File: config.mk
export PLATFORM = sky130hd
export DESIGN_NAME = table_waveform_generator_flat
export DESIGN_NICKNAME = d
export VERILOG_FILES = /design/src/rtl/twg_pkg.sv /design/src/rtl/twg_if.sv /design/src/rtl/table_waveform_generator.sv /design/src/flat_wrapper.sv
export SDC_FILE = /design/constraint.sdc
export NUM_CORES = 2
export LEC_CHECK = 0
export ABC_AREA = 1
export BUFFER_PORTS_ARGS = -buffer_cell sky130_fd_sc_hd__buf_2
export CAP_MARGIN = 20
export CELL_PAD_IN_SITES_DETAIL_PLACEMENT = 0
export CELL_PAD_IN_SITES_GLOBAL_PLACEMENT = 1
export CORE_AREA = 3 3 327 329
export DETAILED_ROUTE_END_ITERATION = 8
export DIE_AREA = 0 0 330 332
export MAX_ROUTING_LAYER = met4
export PLACE_DENSITY_LB_ADDON = 0.05
export SLEW_MARGIN = 20
export SYNTH_ARGS = -nofsm -noshare
export SYNTH_HDL_FRONTEND = slang
export SYNTH_SLANG_ARGS = --single-unit
File: constraint.sdc
create_clock -name i_clk -period 9.9 [get_ports i_clk]
set_input_delay 2.97 -clock i_clk [delete_from_list [all_inputs] [get_ports i_clk]]
set_output_delay 2.97 -clock i_clk [all_outputs]
set_load 0.02 [all_outputs]
File: src/rtl/twg_pkg.sv
// Shared constants, types and the sine quarter-wave table of the waveform generator.
`timescale 1ns / 1ps
`default_nettype none

package twg_pkg;

    localparam int CFG_INDEX_W = 2;
    localparam int CFG_DATA_W  = 16;

    typedef logic [CFG_INDEX_W-1:0] t_cfg_index;
    typedef logic [CFG_DATA_W-1:0]  t_cfg_data;

    // register indexes on the configuration port
    localparam t_cfg_index REG_RUN_ENABLE    = 2'd0;
    localparam t_cfg_index REG_WAVE_SELECT   = 2'd1;
    localparam t_cfg_index REG_RELOAD_PERIOD = 2'd2;
    localparam t_cfg_index REG_AMPLITUDE     = 2'd3;

    typedef logic [1:0] t_wave;

    localparam t_wave WAVE_SINE     = 2'd0;
    localparam t_wave WAVE_SQUARE   = 2'd1;
    localparam t_wave WAVE_TRIANGLE = 2'd2;
    localparam t_wave WAVE_FLAT     = 2'd3;

    localparam logic [15:0] RELOAD_PERIOD_RESET = 16'd2249;
    localparam logic [15:0] AMPLITUDE_RESET     = 16'd32768;

    // Q1.15 quarter sine, nine points from 0 to pi/2
    function automatic logic [15:0] quarter_sine(input logic [3:0] r);
        logic [15:0] q;
        case (r)
            4'd0:    q = 16'd0;
            4'd1:    q = 16'd6393;
            4'd2:    q = 16'd12540;
            4'd3:    q = 16'd18205;
            4'd4:    q = 16'd23170;
            4'd5:    q = 16'd27246;
            4'd6:    q = 16'd30274;
            4'd7:    q = 16'd32138;
            4'd8:    q = 16'd32768;
            default: q = 16'd0;
        endcase
        return q;
    endfunction

    // signed Q2.15 sine of a 32-point table entry
    function automatic logic signed [16:0] sine_q15(input logic [4:0] k);
        logic [3:0]         r;
        logic [3:0]         r_mirror;
        logic signed [16:0] mag;
        logic signed [16:0] s;
        r        = {1'b0, k[2:0]};
        r_mirror = 4'd8 - r;
        case (k[4:3])
            2'd0:    mag = $signed({1'b0, quarter_sine(r)});
            2'd1:    mag = $signed({1'b0, quarter_sine(r_mirror)});
            2'd2:    mag = $signed({1'b0, quarter_sine(r)});
            default: mag = $signed({1'b0, quarter_sine(r_mirror)});
        endcase
        s = k[4] ? -mag : mag;
        return s;
    endfunction

endpackage

`default_nettype wire

File: src/rtl/twg_if.sv
// Handshake channel interfaces for tick requests, sample results and register writes.
`timescale 1ns / 1ps
`default_nettype none

interface twg_tick_if;
    logic valid;
    logic ready;
    logic tick;

    modport source (output valid, output tick, input ready);
    modport sink   (input valid, input tick, output ready);
endinterface

interface twg_sample_if #(
    parameter int DAC_BITS = 12,
    parameter int PHASE_W  = 5
);
    logic                valid;
    logic                ready;
    logic [DAC_BITS-1:0] sample;
    logic [PHASE_W-1:0]  phase;

    modport source (output valid, output sample, output phase, input ready);
    modport sink   (input valid, input sample, input phase, output ready);
endinterface

interface twg_cfg_if;
    logic                 valid;
    logic                 ready;
    twg_pkg::t_cfg_index  index;
    twg_pkg::t_cfg_data   data;

    modport source (output valid, output index, output data, input ready);
    modport sink   (input valid, input index, input data, output ready);
endinterface

`default_nettype wire

File: src/rtl/table_waveform_generator.sv
// Top level of the table waveform generator: reload counter, sample pipeline, result queue.
`timescale 1ns / 1ps
`default_nettype none

// Timer-driven DAC sample source. Every accepted tick request with tick set advances a
// reload counter while run_enable is 1; the tick that finds the counter at reload_period
// (or above it) returns it to zero and emits one sample for the current table point, then
// advances the point index modulo POINTS. A tick request is taken every clock cycle while
// ready is high; a sample passes the input register, counter stage, two multiply stages,
// and offset and saturation into the queue. Samples wait in an eight-entry output
// queue; the tick channel drops ready only when the queued samples plus the requests still
// in the pipeline could fill that queue. Registers are written through the configuration
// channel, which is always ready; write them only while the block is idle. POINTS must be
// a power of two between 8 and 256, DAC_BITS between 8 and 16.
module table_waveform_generator #(
    parameter int POINTS   = 32,
    parameter int DAC_BITS = 12
) (
    input  wire           i_clk,
    input  wire           i_rst_n,
    twg_tick_if.sink      i_tick_if,
    twg_cfg_if.sink       i_cfg_if,
    twg_sample_if.source  o_sample_if
);

    localparam int PW      = $clog2(POINTS);
    localparam int MID_W   = DAC_BITS - 1;
    localparam int MW      = 16 + MID_W;
    localparam int VW      = PW + 2;
    localparam int TW      = 17 + VW;
    localparam int SPW     = MW + 1 + 17;
    localparam int DW      = DAC_BITS + 3;
    localparam int TRI_SH  = 14 + PW - DAC_BITS;

    localparam int FIFO_DEPTH = 8;
    localparam int FAW        = $clog2(FIFO_DEPTH);
    localparam int FCW        = $clog2(FIFO_DEPTH + 1);

    localparam logic [MID_W-1:0]     MID      = MID_W'((1 << (DAC_BITS - 1)) - 1);
    localparam logic signed [DW-1:0] MID_S    = DW'((1 << (DAC_BITS - 1)) - 1);
    localparam logic signed [DW-1:0] MAX_S    = DW'((1 << DAC_BITS) - 1);
    localparam logic [PW-1:0]        HALF     = PW'(POINTS / 2);
    localparam logic [PW-1:0]        LAST     = PW'(POINTS - 1);
    localparam logic [PW:0]          PTS      = (PW + 1)'(POINTS);
    localparam logic signed [VW-1:0] TRI_OFS  = VW'(POINTS / 4 - 1);

    typedef struct packed {
        logic [DAC_BITS-1:0] sample;
        logic [PW-1:0]       phase;
    } t_result;

    // configuration registers
    logic                r_run_enable;
    twg_pkg::t_wave      r_wave_select;
    logic [15:0]         r_reload_period;
    logic [15:0]         r_amplitude;

    // counter state
    logic [15:0]         r_tick_count;
    logic [15:0]         n_tick_count;
    logic [PW-1:0]       r_phase_index;
    logic [PW-1:0]       n_phase_index;

    // pipeline
    logic                r_in_valid;
    logic                r1_valid;
    logic [PW-1:0]       r1_phase;
    logic [4:0]          r1_k;
    logic                r1_pos;
    logic signed [VW-1:0] r1_v;
    twg_pkg::t_wave      r1_wave;
    logic [15:0]         r1_amp;

    logic                r2_valid;
    logic [PW-1:0]       r2_phase;
    logic [MW-1:0]       r2_m;
    logic signed [TW-1:0] r2_t;
    logic signed [16:0]  r2_s;
    logic                r2_pos;
    twg_pkg::t_wave      r2_wave;

    logic                r3_valid;
    logic [PW-1:0]       r3_phase;
    logic signed [DW-1:0] r3_delta;

    // result queue
    t_result             r_fifo [FIFO_DEPTH];
    logic [FAW-1:0]      r_wr_ptr;
    logic [FAW-1:0]      r_rd_ptr;
    logic [FCW-1:0]      r_fifo_count;

    logic                tick_accept;
    logic                update;
    logic [PW:0]         phase_inc;
    logic [PW+4:0]       phase_x32;
    logic [PW-1:0]       fold;
    logic signed [VW-1:0] tri_v;
    logic signed [SPW-1:0] sine_prod;
    logic signed [MW:0]  square_val;
    logic signed [DW-1:0] delta;
    logic signed [DW-1:0] sum;
    logic [DAC_BITS-1:0] sat_sample;
    logic [2:0]          inflight;
    logic [FCW:0]        occupancy;
    logic                push;
    logic                pop;

    assign i_cfg_if.ready = 1'b1;

    // hold a request back when the queue could not take every sample still in flight
    assign inflight  = 3'({2'b0, r_in_valid} + {2'b0, r1_valid} + {2'b0, r2_valid}
                          + {2'b0, r3_valid});
    assign occupancy = (FCW + 1)'(r_fifo_count) + (FCW + 1)'(inflight);
    assign i_tick_if.ready = (occupancy < (FCW + 1)'(FIFO_DEPTH));
    assign tick_accept = i_tick_if.valid && i_tick_if.ready;

    always_ff @(posedge i_clk) begin
        if (!i_rst_n) begin
            r_run_enable    <= 1'b0;
            r_wave_select   <= twg_pkg::WAVE_SINE;
            r_reload_period <= twg_pkg::RELOAD_PERIOD_RESET;
            r_amplitude     <= twg_pkg::AMPLITUDE_RESET;
        end else if (i_cfg_if.valid) begin
            case (i_cfg_if.index)
                twg_pkg::REG_RUN_ENABLE:    r_run_enable    <= i_cfg_if.data[0];
                twg_pkg::REG_WAVE_SELECT:   r_wave_select   <= i_cfg_if.data[1:0];
                twg_pkg::REG_RELOAD_PERIOD: r_reload_period <= i_cfg_if.data;
                twg_pkg::REG_AMPLITUDE:     r_amplitude     <= i_cfg_if.data;
                default: ;
            endcase
        end
    end

    // counter stage: a tick at or above the top is an update
    assign update    = r_in_valid && r_run_enable && (r_tick_count >= r_reload_period);
    assign phase_inc = {1'b0, r_phase_index} + (PW + 1)'(1);

    always_comb begin
        n_tick_count  = r_tick_count;
        n_phase_index = r_phase_index;
        if (r_in_valid && r_run_enable) begin
            if (update) begin
                n_tick_count  = 16'd0;
                n_phase_index = (phase_inc >= PTS) ? PW'(0) : phase_inc[PW-1:0];
            end else begin
                n_tick_count  = r_tick_count + 16'd1;
            end
        end
    end

    // table entry of the 32-point sine and the folded triangle ramp
    assign phase_x32 = {r_phase_index, 5'b0};
    assign fold      = (r_phase_index < HALF) ? r_phase_index : (LAST - r_phase_index);
    assign tri_v     = $signed({2'b0, fold}) - TRI_OFS;

    always_ff @(posedge i_clk) begin
        if (!i_rst_n) begin
            r_in_valid    <= 1'b0;
            r1_valid      <= 1'b0;
            r2_valid      <= 1'b0;
            r3_valid      <= 1'b0;
            r_tick_count  <= 16'd0;
            r_phase_index <= '0;
        end else begin
            r_in_valid    <= tick_accept && i_tick_if.tick;
            r1_valid      <= update;
            r2_valid      <= r1_valid;
            r3_valid      <= r2_valid;
            r_tick_count  <= n_tick_count;
            r_phase_index <= n_phase_index;
        end
    end

    always_ff @(posedge i_clk) begin
        r1_phase <= r_phase_index;
        r1_k     <= phase_x32[PW+4:PW];
        r1_pos   <= (r_phase_index < HALF);
        r1_v     <= tri_v;
        r1_wave  <= r_wave_select;
        r1_amp   <= r_amplitude;

        r2_phase <= r1_phase;
        r2_m     <= MW'(r1_amp) * MW'(MID);
        r2_t     <= TW'($signed({1'b0, r1_amp})) * TW'(r1_v);
        r2_s     <= twg_pkg::sine_q15(r1_k);
        r2_pos   <= r1_pos;
        r2_wave  <= r1_wave;

        r3_phase <= r2_phase;
        r3_delta <= delta;
    end

    // scaled deviation from midscale, floored by arithmetic shift
    assign sine_prod  = SPW'($signed({1'b0, r2_m})) * SPW'(r2_s);
    assign square_val = r2_pos ? $signed({1'b0, r2_m}) : -$signed({1'b0, r2_m});

    always_comb begin
        case (r2_wave)
            twg_pkg::WAVE_SINE:     delta = DW'(sine_prod >>> 30);
            twg_pkg::WAVE_SQUARE:   delta = DW'(square_val >>> 15);
            twg_pkg::WAVE_TRIANGLE: delta = DW'(r2_t >>> TRI_SH);
            default:                delta = '0;
        endcase
    end

    // offset and clamp to the DAC range
    assign sum = MID_S + r3_delta;

    always_comb begin
        if (sum < 0) begin
            sat_sample = '0;
        end else if (sum > MAX_S) begin
            sat_sample = MAX_S[DAC_BITS-1:0];
        end else begin
            sat_sample = sum[DAC_BITS-1:0];
        end
    end

    assign push = r3_valid;
    assign pop  = o_sample_if.valid && o_sample_if.ready;

    always_ff @(posedge i_clk) begin
        if (push) begin
            r_fifo[r_wr_ptr] <= '{sample: sat_sample, phase: r3_phase};
        end
    end

    always_ff @(posedge i_clk) begin
        if (!i_rst_n) begin
            r_wr_ptr     <= '0;
            r_rd_ptr     <= '0;
            r_fifo_count <= '0;
        end else begin
            if (push) begin
                r_wr_ptr <= r_wr_ptr + FAW'(1);
            end
            if (pop) begin
                r_rd_ptr <= r_rd_ptr + FAW'(1);
            end
            case ({push, pop})
                2'b10:   r_fifo_count <= r_fifo_count + FCW'(1);
                2'b01:   r_fifo_count <= r_fifo_count - FCW'(1);
                default: r_fifo_count <= r_fifo_count;
            endcase
        end
    end

    assign o_sample_if.valid  = (r_fifo_count != '0);
    assign o_sample_if.sample = r_fifo[r_rd_ptr].sample;
    assign o_sample_if.phase  = r_fifo[r_rd_ptr].phase;

endmodule

`default_nettype wire

File: src/flat_wrapper.sv
// flat-port wrapper written by rule: the top's interface ports become plain ports
module table_waveform_generator_flat import twg_pkg::*;
#(
    parameter int POINTS   = 32,
    parameter int DAC_BITS = 12
)
  (i_clk, i_rst_n, i_tick_if_valid, i_tick_if_tick, i_tick_if_ready, i_cfg_if_valid, i_cfg_if_index, i_cfg_if_data, i_cfg_if_ready, o_sample_if_valid, o_sample_if_sample, o_sample_if_phase, o_sample_if_ready);
  twg_tick_if i_tick_if_i ();
  twg_cfg_if i_cfg_if_i ();
  twg_sample_if #(.DAC_BITS(DAC_BITS), .PHASE_W(5)) o_sample_if_i ();
  input  wire i_clk;
  input  wire i_rst_n;
  input wire logic [$bits(i_tick_if_i.valid)-1:0] i_tick_if_valid;
  input wire logic [$bits(i_tick_if_i.tick)-1:0] i_tick_if_tick;
  output wire logic [$bits(i_tick_if_i.ready)-1:0] i_tick_if_ready;
  input wire logic [$bits(i_cfg_if_i.valid)-1:0] i_cfg_if_valid;
  input wire logic [$bits(i_cfg_if_i.index)-1:0] i_cfg_if_index;
  input wire logic [$bits(i_cfg_if_i.data)-1:0] i_cfg_if_data;
  output wire logic [$bits(i_cfg_if_i.ready)-1:0] i_cfg_if_ready;
  output wire logic [$bits(o_sample_if_i.valid)-1:0] o_sample_if_valid;
  output wire logic [$bits(o_sample_if_i.sample)-1:0] o_sample_if_sample;
  output wire logic [$bits(o_sample_if_i.phase)-1:0] o_sample_if_phase;
  input wire logic [$bits(o_sample_if_i.ready)-1:0] o_sample_if_ready;
  assign i_tick_if_i.valid = i_tick_if_valid;
  assign i_tick_if_i.tick = i_tick_if_tick;
  assign i_tick_if_ready = i_tick_if_i.ready;
  assign i_cfg_if_i.valid = i_cfg_if_valid;
  assign i_cfg_if_i.index = i_cfg_if_index;
  assign i_cfg_if_i.data = i_cfg_if_data;
  assign i_cfg_if_ready = i_cfg_if_i.ready;
  assign o_sample_if_valid = o_sample_if_i.valid;
  assign o_sample_if_sample = o_sample_if_i.sample;
  assign o_sample_if_phase = o_sample_if_i.phase;
  assign o_sample_if_i.ready = o_sample_if_ready;
  table_waveform_generator #(.POINTS(POINTS), .DAC_BITS(DAC_BITS)) u_core (.i_clk(i_clk), .i_rst_n(i_rst_n), .i_tick_if(i_tick_if_i), .i_cfg_if(i_cfg_if_i), .o_sample_if(o_sample_if_i));
endmodule
==> impl_metrics.py <==
metrics = {
    "timing": {
        "period_needed_ns": 6.384,
        "drv_slew": 0,
        "timing.fmax_mhz": 156.6,
        "slew_headroom_pct": 25.81,
        "tightest_slew_ns": 1.111,
        "finClkSkew_ns": 0.01458,
        "fin_crit_sh_pct": 64.49,
        "report.final.setup_viol": 0,
        "rsz0062_at_grt": "no",
        "fin_tns_setup_ns": 0,
        "finalHoldViolCount": 0,
    },
    "clocking": {
        "hold_buffers": 0,
        "cts_resized": 0,
        "cts_sinks": 340,
        "clk_pin_slew_ns": 0.06,
        "cts_tree": "yes",
        "clock_latency_ns": 0.58,
        "root_buffer": "clkbuf_16",
        "clk_path_buf_depth": 3,
        "cts_buffers": 43,
        "post_cts_buffers": 0,
        "htreeDepth": 2,
    },
    "final_layout": {
        "syn_to_final_growth_pct": 8.735,
        "fin_nets": 5268,
        "antenna_cells": 0,
        "drive_gt1_share_pct": 5.120,
    },
    "detailed_routing": {
        "first_pass_iters": 5,
        "detailedRoute.firstIterationViolations": 1365,
        "drt-total-wl_microns": 105800,
        "drc": 0,
        "routedWlPerCell_microns": 18.15,
        "detail_route.vias_per_cell": 4.642,
        "ant_nets": 0,
        "num_vias": 27080,
    },
    "floorplanning": {
        "ios": 44,
        "dieArea_sq_mm": 0.1096,
        "start_util_pct": 35.05,
        "core_area_sq_mm": 0.1038,
        "fp.dieH_microns": 332,
        "die_w_microns": 330,
        "rows": 118,
    },
    "grt": {
        "grt_max_degree": 69,
        "use_met1_pct": 26.87,
        "grt_pass1_wl_microns": 168200,
        "antenna_found_initial": 2,
        "grt_pass1_vias": 28980,
        "busiest_layer": "met2",
        "grt_usage_pct": 20.38,
        "use_met3_pct": 2.554,
        "grtUsageMet2_pct": 33.73,
        "grt.overflow.total": 0,
    },
    "yosys": {
        "synth_cell_types": 55,
        "synth_edf_count": 136,
        "syn_area_per_cell_sq_um": 8.194,
        "synth.ff_latch_count": 340,
        "ys_warn_count": 0,
        "yosys.cell_count.top_type": "inv_1",
        "syn_area_sq_mm": 0.03638,
        "synth_area_leaders": "fa_1 29%, dfxtp_1 11%, edfxtp_1 11%",
        "yosys.area_share.simple_pct": 16.82,
        "synth_common_cells": "1075 x inv_1, 908 x nand2_1, 528 x fa_1",
        "yosysTopAreaCellShare_pct": 29.05,
        "synth-xor-area-share_pct": 1.946,
        "synth_compound_gate_area_share_pct": 6.517,
        "dominantRegCellSynth": "dfxtp_1",
        "synth_fa_ha_area_share_pct": 39.27,
        "synth_seq_area_share_pct": 22.45,
        "synth_mux_area_share_pct": 0,
        "yosys.area.top_type": "fa_1",
        "synth_top_family_by_area": "adder cells",
        "synthArstFlopShare_pct": 0,
        "synth_nets": 5289,
        "syn_inst": 4440,
    },
    "worst_setup_path": {
        "worstSetupPathType": "reg2reg",
        "critPathRequiredTime_ns": 10.35,
        "startpoint_type": "register",
        "endpoint_kind": "register",
        "cp_max_fo": 15,
        "crit_arrival_ns": 6.83,
    },
    "outcome": {
        "status": "finished, final reports clean",
    },
    "pwr": {
        "irDropWorstVdd_uv": 138.5,
        "powerDensity_mw_per_mm2": 153.2,
        "power_mw": 6.061,
        "leakagePower_nw": 20.68,
    },
    "placement": {
        "hpwl_microns": 80590,
        "routabilityCongestion": 0.8328,
        "portBuffers": 42,
    },
    "run": {
        "cap_viol_max_count": 0,
    },
    "worst_hold_path": {
        "hold_class": "reg2reg",
    },
}
[metrics by stage]
step                util, %  instances  instance area (sq um)  setup WS (ns)  hold WS, ns
floorplan                 -       4440                  36380          4.244       0.3096
global placement      36.71       5754                  38100          3.574       0.3099
detailed placement    36.71       5754                  38100          3.495       0.3143
CTS                   38.11       5833                  39560          3.474       0.3271
global route          38.12       5833                  39560          3.067       0.3342
finish                38.12       5833                  39560          3.516       0.3267
[layout make-up]
cell class | instances | area (sq um)
multi-input cells | 2853 | 23510
clock inverters | 25 | 296.5
well taps | 1380 | 1727
clock buffers | 54 | 1157
fillers | 10950 | 64230
flip-flops and latches | 340 | 8174
inverters | 1083 | 4065
repair buffers | 98 | 630.6
[metal layers]
| layer | share of wire (%) | vias to the layer above |
|---|---|---|
| li1 | - | 13260 |
| met1 | 46 | 13290 |
| met5 | 0 | - |
| met4 | 2.0 | 0 |
| met3 | 3.8 | 126 |
| met2 | 48 | 393 |
[cell usage in the layout, fill, tap and decap left out, drive strengths merged, types with 27 or more instances in the layout]
cell,Yosys,routed
inv,1080,1084
nand2,914,914
fa,528,528
nor2,400,400
ha,297,297
dfxtp,204,204
o21ai,196,196
a21oi,144,144
edfxtp,136,136
nand3,110,110
buf,49,98
xor2,55,55
clkbuf,115,54
nor3,30,30
nand4,27,27
[worst paths after layout]
check,start,to,slack (ns),cells past startpoint
max,u_core.r2_s[16]$_SDFF_PN0_,u_core.r3_delta[13]$_DFF_P_,3.52,21
min,u_core.r2_phase[2]$_DFF_P_,u_core.r3_phase[2]$_DFF_P_,0.33,0
max reg2reg,u_core.r2_s[16]$_SDFF_PN0_,u_core.r3_delta[13]$_DFF_P_,3.52,21
min reg2reg,u_core.r2_phase[2]$_DFF_P_,u_core.r3_phase[2]$_DFF_P_,0.33,0
[report_power, final]
part           leakage, nW  internal (mW)  switching [mW]  total [mW]
sequential            2.90           1.66           0.189        1.84
clock                0.712          0.969           0.648        1.62
combinational         17.1          0.805            1.80        2.60
[critical path, cell delays in order, from the launching register on]
cell,delay [ns]
dfxtp_1,0.41
inv_1,0.41
buf_4,0.36
nor2_1,0.10
fa_1,0.52
fa_1,0.52
fa_1,0.53
fa_1,0.53
fa_1,0.56
inv_1,0.06
fa_1,0.57
inv_1,0.06
ha_1,0.33
nand2_1,0.14
nor2_1,0.17
inv_1,0.08
o21ai_0,0.41
o21ai_0,0.21
nand3_1,0.10
nand2_1,0.05
nand3_1,0.06
nand2_1,0.05
[sequential cells by signal (all words and copies together) (netlist names), 16 cells and up, named ones only]
register and cells:
u_core.r2_m 27, u_core.r_tick_count 16, u_core.r_amplitude 16, u_core.r_reload_period 16, u_core.r1_amp 16, u_core.r2_s 17
u_core.r_fifo 136
[cells by family after synthesis]
family	after synthesis
buffers and inverters	1247
AND/OR/NAND/NOR	1514
XOR/XNOR	80
flip-flops	340
adder cells (fa/ha/maj)	825
AO/OA/AOI/OAI	433
other	1
No activity file was read; power rests on OpenSTA's default activity.
